`config.mk`:
```
export PLATFORM = sky130hd
export DESIGN_NAME = worst_fit_block_allocator_flat
export DESIGN_NICKNAME = d
export VERILOG_FILES = /design/src/design/wfba_pkg.sv /design/src/design/wfba_if.sv /design/src/design/wfba_cell.sv /design/src/design/wfba_chain.sv /design/src/design/worst_fit_block_allocator.sv /design/src/flat_wrapper.sv
export SDC_FILE = /design/constraint.sdc
export NUM_CORES = 1
export LEC_CHECK = 0
export BUFFER_PORTS_ARGS = -buffer_cell sky130_fd_sc_hd__buf_2
export CAP_MARGIN = 20
export CORE_AREA = 5 5 265 267
export DETAILED_ROUTE_END_ITERATION = 16
export DIE_AREA = 0 0 270 272
export GPL_TIMING_DRIVEN = 0
export PLACE_DENSITY = 0.73
export SLEW_MARGIN = 0
export SYNTH_ARGS = -nofsm -noshare
export SYNTH_HDL_FRONTEND = slang
export SYNTH_HIERARCHICAL = 1
export SYNTH_SLANG_ARGS = --single-unit
```
`constraint.sdc`:
```
create_clock -name clk_i -period 6 [get_ports clk_i]
set_input_delay 1.2 -clock clk_i [delete_from_list [all_inputs] [get_ports clk_i]]
set_output_delay 1.2 -clock clk_i [all_outputs]
set_load 0.005 [all_outputs]
```
`src/design/wfba_pkg.sv`:
```
`timescale 1ns / 1ps
// ----------------------------------------------------------------------------
// wfba_pkg
// Shared types and constants of the worst-fit block allocator.
// ----------------------------------------------------------------------------
package wfba_pkg;

  // Default configuration handed to the top level.
  localparam int unsigned MAX_BLOCKS_DEF = 16;
  localparam int unsigned SIZE_BITS_DEF  = 16;

  // Fixed widths of the channel payloads.
  localparam int unsigned SIZE_W   = 16;
  localparam int unsigned REQNUM_W = 16;
  localparam int unsigned BLKNUM_W = 5;

  // Input item kinds.
  localparam logic MODE_LOAD    = 1'b0;
  localparam logic MODE_REQUEST = 1'b1;

  typedef enum logic [1:0] {
    ST_IDLE,
    ST_SCAN,
    ST_FINISH
  } fsm_e;

endpackage

```
`src/design/wfba_if.sv`:
```
`timescale 1ns / 1ps
// ----------------------------------------------------------------------------
// wfba_in_if / wfba_out_if
// Valid/ready channels of the allocator: input items and result items.
// ----------------------------------------------------------------------------
interface wfba_in_if;
  logic                            valid;
  logic                            ready;
  logic                            mode;
  logic [wfba_pkg::SIZE_W-1:0]     size_value;

  modport source (output valid, output mode, output size_value, input ready);
  modport sink   (input valid, input mode, input size_value, output ready);
endinterface

interface wfba_out_if;
  logic                            valid;
  logic                            ready;
  logic [wfba_pkg::REQNUM_W-1:0]   request_number;
  logic                            granted;
  logic [wfba_pkg::BLKNUM_W-1:0]   block_number;
  logic [wfba_pkg::SIZE_W-1:0]     block_total;
  logic [wfba_pkg::SIZE_W-1:0]     leftover;

  modport source (output valid, output request_number, output granted,
                  output block_number, output block_total, output leftover,
                  input ready);
  modport sink   (input valid, input request_number, input granted,
                  input block_number, input block_total, input leftover,
                  output ready);
endinterface

```
`src/design/wfba_cell.sv`:
```
`timescale 1ns / 1ps
// ----------------------------------------------------------------------------
// wfba_cell
// One table slot: holds a block size with its taken and loaded flags, and
// updates the passing search token with a registered output.
// ----------------------------------------------------------------------------
module wfba_cell #(
  parameter int unsigned SIZE_BITS = wfba_pkg::SIZE_BITS_DEF,
  parameter int unsigned IDX_W     = 4,
  parameter int unsigned CELL_IDX  = 0
) (
  input  logic                 clk_i,
  input  logic                 rst_ni,
  input  logic                 tok_valid_i,
  input  logic                 tok_found_i,
  input  logic [IDX_W-1:0]     tok_idx_i,
  input  logic [SIZE_BITS-1:0] tok_size_i,
  output logic                 tok_valid_o,
  output logic                 tok_found_o,
  output logic [IDX_W-1:0]     tok_idx_o,
  output logic [SIZE_BITS-1:0] tok_size_o,
  input  logic                 wr_en_i,
  input  logic [IDX_W-1:0]     wr_idx_i,
  input  logic [SIZE_BITS-1:0] wr_data_i,
  input  logic                 take_en_i,
  input  logic [IDX_W-1:0]     take_idx_i
);

  localparam logic [IDX_W-1:0] MY_IDX = IDX_W'(CELL_IDX);

  logic                 loaded_q, loaded_d;
  logic                 taken_q, taken_d;
  logic [SIZE_BITS-1:0] size_q, size_d;
  logic                 valid_q;
  logic                 found_q, found_d;
  logic [IDX_W-1:0]     idx_q, idx_d;
  logic [SIZE_BITS-1:0] best_q, best_d;
  logic                 wins;

  always_comb begin
    loaded_d = loaded_q;
    taken_d  = taken_q;
    size_d   = size_q;
    if (wr_en_i && (wr_idx_i == MY_IDX)) begin
      loaded_d = 1'b1;
      taken_d  = 1'b0;
      size_d   = wr_data_i;
    end else if (take_en_i && (take_idx_i == MY_IDX)) begin
      taken_d = 1'b1;
    end
  end

  // Strict compare keeps the earlier block when sizes tie.
  assign wins = loaded_q && !taken_q && (!tok_found_i || (size_q > tok_size_i));

  always_comb begin
    found_d = tok_found_i;
    idx_d   = tok_idx_i;
    best_d  = tok_size_i;
    if (wins) begin
      found_d = 1'b1;
      idx_d   = MY_IDX;
      best_d  = size_q;
    end
  end

  always_ff @(posedge clk_i or negedge rst_ni) begin
    if (!rst_ni) begin
      loaded_q <= 1'b0;
      taken_q  <= 1'b0;
      valid_q  <= 1'b0;
    end else begin
      loaded_q <= loaded_d;
      taken_q  <= taken_d;
      valid_q  <= tok_valid_i;
    end
  end

  always_ff @(posedge clk_i) begin
    size_q  <= size_d;
    found_q <= found_d;
    idx_q   <= idx_d;
    best_q  <= best_d;
  end

  assign tok_valid_o = valid_q;
  assign tok_found_o = found_q;
  assign tok_idx_o   = idx_q;
  assign tok_size_o  = best_q;

endmodule

```
`src/design/wfba_chain.sv`:
```
`timescale 1ns / 1ps
// ----------------------------------------------------------------------------
// wfba_chain
// Row of table cells; the search token moves one cell per clock.
// ----------------------------------------------------------------------------
module wfba_chain #(
  parameter int unsigned MAX_BLOCKS = wfba_pkg::MAX_BLOCKS_DEF,
  parameter int unsigned SIZE_BITS  = wfba_pkg::SIZE_BITS_DEF,
  parameter int unsigned IDX_W      = 4
) (
  input  logic                 clk_i,
  input  logic                 rst_ni,
  input  logic                 start_i,
  output logic                 tail_valid_o,
  output logic                 tail_found_o,
  output logic [IDX_W-1:0]     tail_idx_o,
  output logic [SIZE_BITS-1:0] tail_size_o,
  input  logic                 wr_en_i,
  input  logic [IDX_W-1:0]     wr_idx_i,
  input  logic [SIZE_BITS-1:0] wr_data_i,
  input  logic                 take_en_i,
  input  logic [IDX_W-1:0]     take_idx_i
);

  logic                 tok_valid [MAX_BLOCKS+1];
  logic                 tok_found [MAX_BLOCKS+1];
  logic [IDX_W-1:0]     tok_idx   [MAX_BLOCKS+1];
  logic [SIZE_BITS-1:0] tok_size  [MAX_BLOCKS+1];

  // A fresh token carries no candidate yet.
  assign tok_valid[0] = start_i;
  assign tok_found[0] = 1'b0;
  assign tok_idx[0]   = '0;
  assign tok_size[0]  = '0;

  for (genvar k = 0; k < MAX_BLOCKS; k++) begin : g_cell
    wfba_cell #(
      .SIZE_BITS (SIZE_BITS),
      .IDX_W     (IDX_W),
      .CELL_IDX  (k)
    ) u_cell (
      .clk_i       (clk_i),
      .rst_ni      (rst_ni),
      .tok_valid_i (tok_valid[k]),
      .tok_found_i (tok_found[k]),
      .tok_idx_i   (tok_idx[k]),
      .tok_size_i  (tok_size[k]),
      .tok_valid_o (tok_valid[k+1]),
      .tok_found_o (tok_found[k+1]),
      .tok_idx_o   (tok_idx[k+1]),
      .tok_size_o  (tok_size[k+1]),
      .wr_en_i     (wr_en_i),
      .wr_idx_i    (wr_idx_i),
      .wr_data_i   (wr_data_i),
      .take_en_i   (take_en_i),
      .take_idx_i  (take_idx_i)
    );
  end

  assign tail_valid_o = tok_valid[MAX_BLOCKS];
  assign tail_found_o = tok_found[MAX_BLOCKS];
  assign tail_idx_o   = tok_idx[MAX_BLOCKS];
  assign tail_size_o  = tok_size[MAX_BLOCKS];

endmodule

```
`src/design/worst_fit_block_allocator.sv`:
```
`timescale 1ns / 1ps
// ----------------------------------------------------------------------------
// worst_fit_block_allocator
// Fixed-partition worst-fit allocator built as a row of table cells.
// ----------------------------------------------------------------------------
// Usage:
//   in_i carries items: mode 0 loads a block size into the next free slot
//   (ignored once MAX_BLOCKS slots are filled), mode 1 requests a process
//   size. out_o delivers one beat per request: running request number, grant
//   flag, 1-based block number, block size and leftover (zeros on refusal).
//   A load gives no beat. A request sends a search token down the cell row,
//   one cell per cycle; the token passes the cell registers, the tail result
//   is stored in the best-candidate register in the scan state, and the
//   output register is loaded in the finish state. in_i is not ready while
//   a request is in flight. The output register holds a beat until out_o is
//   ready; a finished search waits for it, and no item is taken meanwhile.
//   Reset empties the table, clears the request count and drops any
//   pending beat.
// ----------------------------------------------------------------------------
module worst_fit_block_allocator #(
  parameter int unsigned MAX_BLOCKS = wfba_pkg::MAX_BLOCKS_DEF,
  parameter int unsigned SIZE_BITS  = wfba_pkg::SIZE_BITS_DEF
) (
  input  logic              clk_i,
  input  logic              rst_ni,
  wfba_in_if.sink           in_i,
  wfba_out_if.source        out_o
);

  localparam int unsigned IDX_W  = (MAX_BLOCKS > 1) ? $clog2(MAX_BLOCKS) : 1;
  localparam int unsigned CNT_W  = $clog2(MAX_BLOCKS + 1);
  localparam int unsigned OUT_W  = wfba_pkg::SIZE_W;
  localparam int unsigned RN_W   = wfba_pkg::REQNUM_W;
  localparam int unsigned BN_W   = wfba_pkg::BLKNUM_W;
  localparam logic [CNT_W-1:0] CNT_MAX = CNT_W'(MAX_BLOCKS);

  wfba_pkg::fsm_e state_q, state_d;

  logic                 in_ready;
  logic                 in_fire;
  logic                 scan_start;
  logic                 finish_fire;
  logic                 load_en;
  logic [SIZE_BITS-1:0] in_val;

  logic [CNT_W-1:0]     cnt_q;
  logic [RN_W-1:0]      req_cnt_q;
  logic [SIZE_BITS-1:0] req_q;

  logic                 tail_valid;
  logic                 tail_found;
  logic [IDX_W-1:0]     tail_idx;
  logic [SIZE_BITS-1:0] tail_size;

  logic                 best_found_q;
  logic [IDX_W-1:0]     best_idx_q;
  logic [SIZE_BITS-1:0] best_size_q;
  logic                 grant;
  logic [IDX_W:0]       blk_num;

  logic                 out_valid_q;
  logic [RN_W-1:0]      out_reqnum_q;
  logic                 out_granted_q;
  logic [BN_W-1:0]      out_blknum_q;
  logic [OUT_W-1:0]     out_total_q;
  logic [OUT_W-1:0]     out_left_q;

  assign in_val  = SIZE_BITS'(in_i.size_value);
  assign in_fire = in_i.valid && in_ready;
  assign load_en = in_fire && (in_i.mode == wfba_pkg::MODE_LOAD) && (cnt_q < CNT_MAX);

  // Next state.
  always_comb begin
    state_d = state_q;
    case (state_q)
      wfba_pkg::ST_IDLE: begin
        if (in_fire && (in_i.mode == wfba_pkg::MODE_REQUEST)) state_d = wfba_pkg::ST_SCAN;
      end
      wfba_pkg::ST_SCAN: begin
        if (tail_valid) state_d = wfba_pkg::ST_FINISH;
      end
      wfba_pkg::ST_FINISH: begin
        if (!out_valid_q || out_o.ready) state_d = wfba_pkg::ST_IDLE;
      end
      default: state_d = wfba_pkg::ST_IDLE;
    endcase
  end

  // State outputs.
  always_comb begin
    in_ready    = 1'b0;
    scan_start  = 1'b0;
    finish_fire = 1'b0;
    case (state_q)
      wfba_pkg::ST_IDLE: begin
        in_ready   = 1'b1;
        scan_start = in_i.valid && (in_i.mode == wfba_pkg::MODE_REQUEST);
      end
      wfba_pkg::ST_SCAN: begin
      end
      wfba_pkg::ST_FINISH: begin
        finish_fire = !out_valid_q || out_o.ready;
      end
      default: begin
      end
    endcase
  end

  assign in_i.ready = in_ready;

  always_ff @(posedge clk_i or negedge rst_ni) begin
    if (!rst_ni) begin
      state_q   <= wfba_pkg::ST_IDLE;
      cnt_q     <= '0;
      req_cnt_q <= '0;
    end else begin
      state_q <= state_d;
      if (load_en) cnt_q <= cnt_q + CNT_W'(1);
      if (scan_start) req_cnt_q <= req_cnt_q + RN_W'(1);
    end
  end

  always_ff @(posedge clk_i) begin
    if (scan_start) req_q <= in_val;
    if ((state_q == wfba_pkg::ST_SCAN) && tail_valid) begin
      best_found_q <= tail_found;
      best_idx_q   <= tail_idx;
      best_size_q  <= tail_size;
    end
  end

  assign grant   = best_found_q && (best_size_q > req_q);
  assign blk_num = {1'b0, best_idx_q} + (IDX_W + 1)'(1);

  wfba_chain #(
    .MAX_BLOCKS (MAX_BLOCKS),
    .SIZE_BITS  (SIZE_BITS),
    .IDX_W      (IDX_W)
  ) u_chain (
    .clk_i        (clk_i),
    .rst_ni       (rst_ni),
    .start_i      (scan_start),
    .tail_valid_o (tail_valid),
    .tail_found_o (tail_found),
    .tail_idx_o   (tail_idx),
    .tail_size_o  (tail_size),
    .wr_en_i      (load_en),
    .wr_idx_i     (cnt_q[IDX_W-1:0]),
    .wr_data_i    (in_val),
    .take_en_i    (finish_fire && grant),
    .take_idx_i   (best_idx_q)
  );

  // Output register: a beat stays until the sink takes it.
  always_ff @(posedge clk_i or negedge rst_ni) begin
    if (!rst_ni) begin
      out_valid_q <= 1'b0;
    end else if (finish_fire) begin
      out_valid_q <= 1'b1;
    end else if (out_o.ready) begin
      out_valid_q <= 1'b0;
    end
  end

  always_ff @(posedge clk_i) begin
    if (finish_fire) begin
      out_reqnum_q  <= req_cnt_q;
      out_granted_q <= grant;
      out_blknum_q  <= grant ? BN_W'(blk_num) : '0;
      out_total_q   <= grant ? OUT_W'(best_size_q) : '0;
      out_left_q    <= grant ? OUT_W'(best_size_q - req_q) : '0;
    end
  end

  assign out_o.valid          = out_valid_q;
  assign out_o.request_number = out_reqnum_q;
  assign out_o.granted        = out_granted_q;
  assign out_o.block_number   = out_blknum_q;
  assign out_o.block_total    = out_total_q;
  assign out_o.leftover       = out_left_q;

endmodule

```
`src/flat_wrapper.sv`:
```
// flat-port wrapper written by rule: the top's interface ports become plain ports
module worst_fit_block_allocator_flat 
#(
  parameter int unsigned MAX_BLOCKS = wfba_pkg::MAX_BLOCKS_DEF,
  parameter int unsigned SIZE_BITS  = wfba_pkg::SIZE_BITS_DEF
)
  (clk_i, rst_ni, in_i_valid, in_i_mode, in_i_size_value, in_i_ready, out_o_valid, out_o_request_number, out_o_granted, out_o_block_number, out_o_block_total, out_o_leftover, out_o_ready);
  wfba_in_if in_i_i ();
  wfba_out_if out_o_i ();
  input  logic clk_i;
  input  logic rst_ni;
  input wire logic [$bits(in_i_i.valid)-1:0] in_i_valid;
  input wire logic [$bits(in_i_i.mode)-1:0] in_i_mode;
  input wire logic [$bits(in_i_i.size_value)-1:0] in_i_size_value;
  output wire logic [$bits(in_i_i.ready)-1:0] in_i_ready;
  output wire logic [$bits(out_o_i.valid)-1:0] out_o_valid;
  output wire logic [$bits(out_o_i.request_number)-1:0] out_o_request_number;
  output wire logic [$bits(out_o_i.granted)-1:0] out_o_granted;
  output wire logic [$bits(out_o_i.block_number)-1:0] out_o_block_number;
  output wire logic [$bits(out_o_i.block_total)-1:0] out_o_block_total;
  output wire logic [$bits(out_o_i.leftover)-1:0] out_o_leftover;
  input wire logic [$bits(out_o_i.ready)-1:0] out_o_ready;
  assign in_i_i.valid = in_i_valid;
  assign in_i_i.mode = in_i_mode;
  assign in_i_i.size_value = in_i_size_value;
  assign in_i_ready = in_i_i.ready;
  assign out_o_valid = out_o_i.valid;
  assign out_o_request_number = out_o_i.request_number;
  assign out_o_granted = out_o_i.granted;
  assign out_o_block_number = out_o_i.block_number;
  assign out_o_block_total = out_o_i.block_total;
  assign out_o_leftover = out_o_i.leftover;
  assign out_o_i.ready = out_o_ready;
  worst_fit_block_allocator #(.MAX_BLOCKS(MAX_BLOCKS), .SIZE_BITS(SIZE_BITS)) u_core (.clk_i(clk_i), .rst_ni(rst_ni), .in_i(in_i_i), .out_o(out_o_i));
endmodule
```
==> results of run 1 <==
## layer usage
metal	part of all wire, %	vias to the layer above	track usage (%)
met5	0	-	0
met4	3.1	0	7.86
met3	5.7	178	3.14
met2	46	971	39.1
met1	45	12900	33.5
li1	-	13100	-
## logic make-up after synthesis
family / Yosys count / synth area share, %
compound gates: 844 / 16.8
simple gates: 840 / 14.2
flops: 755 / 51.6
buf+inv: 629 / 7.28
fa+ha+maj: 276 / 9.42
xor+xnor: 29 / 0.691
mux: 2 / 0.0613
other cells: 1 / 0.0102
## sequential cells by signal, summed over array words and instances, names as in the netlist, 16 cells and up
signal and count:
u_core/req_cnt_q 16, u_core/u_chain/g_cell.u_cell/loaded_q 16, u_core/out_o.block_total 16, u_core/req_q 16, u_core/u_chain/g_cell.u_cell/tok_valid_o 16, u_core/u_chain/g_cell.u_cell/tok_idx_o 64
u_core/best_size_q 16, u_core/u_chain/g_cell.u_cell/tok_size_o 256, u_core/out_o.request_number 16, u_core/u_chain/g_cell.u_cell/size_q 256, u_core/out_o.leftover 16, u_core/u_chain/g_cell.u_cell/tok_found_o 16
u_core/u_chain/g_cell.u_cell/taken_q 16
## power breakdown
part	internal, mW	switching, mW	total, mW
Clock	2.88	2.03	4.91
Combinational	1.86	2.81	4.67
Sequential	6.25	0.521	6.77
## layout make-up
cell class,count,area (µm²),share of cell area [%]
Sequential cell,755,18900,45.9
Multi-Input combinational cell,2031,15300,37.1
Clock buffer,110,2260,5.46
Inverter,455,1710,4.13
Tap cell,882,1100,2.67
Buffer,174,967,2.34
Timing Repair Buffer,92,597,1.44
Clock inverter,39,393,0.951
Antenna cell,1,2.50,0.00606
## worst max path at each step
stage,from,endpoint,cells past startpoint
after detailed placement,in_i_valid,u_core/u_chain/g_cell[8].u_cell/size_q[6],8
after CTS,u_core/req_q[0],u_core/u_chain/g_cell[12].u_cell/taken_q,12
after global placement,out_o_ready,u_core/u_chain/g_cell[12].u_cell/taken_q,6
after global routing,u_core/best_size_q[0],u_core/u_chain/g_cell[12].u_cell/taken_q,13
final,u_core/req_q[0],u_core/u_chain/g_cell[12].u_cell/taken_q,12
after floorplan,out_o_ready,u_core/u_chain/g_cell[12].u_cell/taken_q,5
## Yosys cell counts, drive strengths merged (2+ instances only)
cell | n | share of area [%]
nand4 | 61 | 1.6
xnor2 | 16 | 0.38
nor4bb | 2 | 0.054
nor2 | 98 | 1.0
a31o | 5 | 0.12
a31oi | 9 | 0.15
and2 | 18 | 0.31
clkbuf | 58 | 0.59
ha | 275 | 9.4
and3 | 14 | 0.39
xor2 | 13 | 0.31
o21bai | 31 | 0.63
mux2 | 2 | 0.061
inv | 455 | 4.6
edfxtp | 347 | 28
nand3 | 27 | 0.37
o21ai | 146 | 2.3
dfxtp | 336 | 18
o31a | 2 | 0.048
a211oi | 2 | 0.041
a32o | 5 | 0.14
a221o | 2 | 0.054
or2 | 19 | 0.32
a21o | 41 | 0.84
a21oi | 118 | 1.7
and4 | 6 | 0.14
nor2b | 20 | 0.34
a32oi | 251 | 6.0
nor3 | 38 | 0.82
nand2b | 55 | 0.94
o31ai | 182 | 3.7
nor4b | 18 | 0.43
a41oi | 2 | 0.048
a21boi | 16 | 0.33
o21a | 24 | 0.49
nor4 | 261 | 5.1
buf | 116 | 2.0
nand2 | 177 | 1.8
nor3b | 6 | 0.12
or3 | 10 | 0.24
dfrtp | 72 | 4.9
and4b | 4 | 0.11
nand4b | 5 | 0.12
## worst max-delay path: stages, from the launching register on
cell and delay [ns]:
edfxtp_1 0.39, ha_1 0.25, fa_1 0.40, nand2b_1 0.19, a21oi_2 0.20, o21bai_1 0.15
a211oi_1 0.32, o21ai_2 0.12, inv_2 0.16, buf_6 0.17, and2_1 0.83, a41oi_1 0.24
nor2_1 0.15
==> flow_metrics.tcl, run 1 <==
set metrics [dict create \
    period_needed_ns 3.68 \
    critPathMaxFanout 16 \
    syn_avg_cell_area_um2 10.9 \
    port_buffers 76 \
    worst_pin_slew_ns 1.05 \
    num_rows 96 \
    drv_slew 0 \
    async_flop_share_pct 9.54 \
    die_x_um 270 \
    final_common_cell "inv_1" \
    start_util_pct 54.2 \
    rsz0062_at_grt "false" \
    layout.cells.non_filler 4539 \
    hold_ws_ns 0.354 \
    worstPathArrival_ns 4.22 \
    grt_use_total_pct 24.0 \
    fmax_mhz 272 \
    yosys_warnings 6 \
    core_um2 67900 \
    routedWlPerCell_um 19.9 \
    dr.first_iter.drc_count 2514 \
    grt_max_degree 45 \
    fin_skew_ns 0.0236 \
    drv_cap 0 \
    dpl_cell_area_um2 38700 \
    cts_root_buf "clkbuf_16" \
    finalSetupTns_ns 0 \
    p_leak_nw 17.5 \
    syn_area_um2 36800 \
    dieArea_um2 73400 \
    clock-sinks 755 \
    grt_pass1_wl_um 143000 \
    grt_pass1_vias 26300 \
    dpl.cell_count 4389 \
    overflow 0 \
    synthDistinctLibCells 69 \
    syn_to_final_growth_pct 12.4 \
    r2r_setup_slack_ns 2.32 \
    ys.flop_type "edfxtp_1" \
    irDropWorstVdd_v 0.000391 \
    design_area_um2 41300 \
    min_from "u_core/u_chain/g_cell[14].u_cell/tok_valid_o" \
    synth-seq-cells 755 \
    worst_slack_ns 2.32 \
    required_ns 6.54 \
    fin_nets 3886 \
    holdPathStages 0 \
    synth-edff-count 347 \
    total_power_mw 16.3 \
    p_per_area_nw_per_um2 396 \
    dp_hpwl_um 61900 \
    place_congestion 0.927 \
    drt-vias-per-instance 5.98 \
    tritoncts "built" \
    num_vias 27100 \
    setup.worst_path.class "reg2reg" \
    ant_nets 0 \
    r2r-start "u_core/req_q[0]" \
    status "finished, final reports clean" \
    first_pass_iters 6 \
    fin_crit_sh_pct 61.3 \
    reg2reg_depth 12 \
    setup_viol 0 \
    postCtsHoldBufs 0 \
    seq_area_frac_synth_pct 51.6 \
    drive_gt1_share_pct 13.0 \
    clk_path_buf_depth 3 \
    hp-class "reg2reg" \
    cp-start-kind "flip-flop" \
    dp_slack_ns 2.47 \
    fin_util_pct 60.9 \
    layout_common_cells "inv_1 (454), edfxtp_1 (347), dfxtp_1 (336), ha_1 (275), a32oi_1 (251)" \
    min_to "u_core/u_chain/g_cell[15].u_cell/tok_valid_o" \
    hold_violations 0 \
    drcViolationCount 0 \
    synthCells 3376 \
    clkTransAtPathRegs_ns 0.06 \
    die_h_um 272 \
    cts_resized 0 \
    clk_latency_ns 0.63 \
    post_cts_buffers 0 \
    slew_headroom_pct 30.2 \
    cts_buffers 80 \
    r2r-end "u_core/u_chain/g_cell[12].u_cell/taken_q" \
    wirelength_um 90400 \
    n_fill_cell 5433 \
    antenna_found_initial 4 \
    cts-htree-levels 3 \
    end_kind "flip-flop" \
    num_io_pins 77 \
]
No activity file was read; power rests on OpenSTA's default activity.
==> run 2, diff against run 1 <==
- clock period: 6 -> 3.55 ns (I/O delays scaled with it)
==> run 2 against run 1 <==
Sequential share of layout area fell by 0.11 points. Flip-flop and latch count unchanged. Maximum frequency is 9.1% higher. Setup slack worse by 2.1 ns. Global-route usage is 0.58 points higher. Critical path depth did not move. Cell count fell by 0.13%. Wire length increased by 2.4%. Clock power rose by 73%. Largest power group unchanged. Total power is 71% higher.
==> flow_metrics.tcl, run 2 (same netlist as run 1, synthesis figures left out) <==
set metrics [dict create \
    drv_cap 0 \
    dp_hpwl_um 63200 \
    use_met3_pct 4.44 \
    drt-vias-per-instance 6.03 \
    busiest_layer "met2" \
    critPathMaxFanout 16 \
    grt_pass1_wl_um 145000 \
    num_rows 96 \
    cts_root_buf "clkbuf_16" \
    routedWlPerCell_um 20.4 \
    drv_slew 0 \
    post_cts_buffers 0 \
    fmax_mhz 297 \
    num_io_pins 77 \
    num_antenna_cells 0 \
    syn_to_final_growth_pct 12.7 \
    port_buffers 76 \
    worst_pin_slew_ns 1.04 \
    dr.first_iter.drc_count 2477 \
    setup_viol 0 \
    slew_headroom_pct 30.9 \
    hp-class "in2async" \
    hold_ws_ns 0.0538 \
    irDropWorstVdd_v 0.000457 \
    die_x_um 270 \
    antenna_found_initial 2 \
    final_common_cell "inv_1" \
    tritoncts "built" \
    first_pass_iters 8 \
    cp-start-kind "flip-flop" \
    overflow 0 \
    worstPathArrival_ns 3.92 \
    hold_violations 0 \
    postCtsHoldBufs 0 \
    rsz0062_at_grt "false" \
    ant_nets 0 \
    fin_nets 3883 \
    grtUsageMet1_pct 32.8 \
    clock-sinks 755 \
    clk_path_buf_depth 3 \
    layout.cells.non_filler 4533 \
    dieArea_um2 73400 \
    num_vias 27300 \
    place_congestion 0.912 \
    status "finished, final reports clean" \
    grt_max_degree 38 \
    p_leak_nw 17.5 \
    drcViolationCount 0 \
    end_kind "flip-flop" \
    clkTransAtPathRegs_ns 0.06 \
    grt_use_total_pct 24.5 \
    setup.worst_path.class "reg2reg" \
    fin_crit_sh_pct 95.0 \
    required_ns 4.10 \
    cpPeakStageDelay_ns 0.53 \
    cts_buffers 78 \
    layout_common_cells "inv_1 (454), edfxtp_1 (347), dfxtp_1 (336), ha_1 (275), a32oi_1 (251)" \
    drive_gt1_share_pct 13.1 \
    die_h_um 272 \
    core_um2 67900 \
    cp_slowest_cell "and2_2" \
    cts-htree-levels 3 \
    met2_usage_pct 40.4 \
    start_util_pct 54.2 \
    path_cells "ha_1, fa_1, nand2b_1, a21oi_2, o21bai_1, a211oi_1, o21ai_2, inv_2, buf_6, and2_2, a41oi_1, nor2_1" \
    dpl.cell_count 4388 \
    fin_skew_ns 0.0289 \
    wirelength_um 92600 \
    p_per_area_nw_per_um2 673 \
    grt_pass1_vias 26600 \
    clk_latency_ns 0.64 \
    period_needed_ns 3.37 \
]
run 2: changes by cell type in the layout (fill, tap and decap cells not counted), moves of 2 or more:
cell | before | now
buf_12 | 0 | 2
buf_16 | 3 | 0
buf_4 | 19 | 15
buf_6 | 24 | 27
clkbuf_1 | 75 | 67
clkbuf_16 | 81 | 85
clkinv_1 | 8 | 6
clkinv_16 | 0 | 3
clkinv_2 | 10 | 14
clkinv_4 | 3 | 1
clkinvlp_4 | 2 | 4
inv_6 | 6 | 3
nor4_2 | 2 | 0
nor4_4 | 16 | 18
run 2: final timing paths:
check / start / end / slack [ns] / cells past startpoint
setup / recovery: u_core/req_q[0] / u_core/u_chain/g_cell[3].u_cell/taken_q / 0.18 / 12
hold / removal: rst_ni / u_core/req_cnt_q[13] / 0.05 / 1
setup reg to reg: u_core/req_q[0] / u_core/u_chain/g_cell[3].u_cell/taken_q / 0.18 / 12
hold reg to reg: u_core/u_chain/g_cell[14].u_cell/tok_valid_o / u_core/u_chain/g_cell[15].u_cell/tok_valid_o / 0.35 / 0
max in group asynchronous: rst_ni / u_core/u_chain/g_cell[5].u_cell/loaded_q / 2.89 / 2
min in group clk_i: u_core/u_chain/g_cell[14].u_cell/tok_valid_o / u_core/u_chain/g_cell[15].u_cell/tok_valid_o / 0.35 / 0
run 2: repair_timing:
item / in CTS / in global routing
resized for setup: 1 / 0
endpoints found under the setup margin: 15 / 0
endpoints found under the hold margin: 0 / 0
run 2: where the power goes:
| part | internal, mW | total, mW | leakage [nW] | switching [mW] |
|---|---|---|---|---|
| registers | 10.6 | 11.5 | 6.83 | 0.918 |
| logic | 3.14 | 7.92 | 9.34 | 4.78 |
| clock network | 5.01 | 8.49 | 1.35 | 3.48 |
| total | 18.7 | 27.9 | 17.5 | 9.18 |
run 2: per-stage QoR:
step                setup slack [ns]  utilization, %  instance area, µm²  total power [mW]  TNS (ns)
floorplan                      0.393               -               36900              17.1         0
global placement              -0.968            56.6               38400              19.1   -105.50
detailed placement            -0.109            57.0               38700              19.4    -0.435
CTS                            0.212            61.0               41400              28.0         0
global route                  0.0339            61.0               41400              29.5         0
finish                         0.179            61.0               41400              27.9         0
run 2: cell type report:
class | instances | area (µm²)
Buffer | 174 | 967
Clock buffer | 105 | 2310
Clock inverter | 40 | 447
Fill cell | 5465 | 26400
Inverter | 455 | 1710
Multi-Input combinational cell | 2031 | 15400
Sequential cell | 755 | 18900
Tap cell | 882 | 1100
Timing Repair Buffer | 91 | 573
run 2: worst max-delay path: cells and delay by family (launching register included):
kind | cells | cell delay (ns)
buf+inv | 2 | 0.35
compound gates | 5 | 1.01
simple gates | 3 | 0.87
fa+ha+maj | 2 | 0.64
flops | 1 | 0.38
run 2: metal layers:
layer  wire, µm  share of wire [%]
met1      40000                 43
met2      43100                 47
met5          0                  0
met4       3150                3.4
met3       6400                6.9
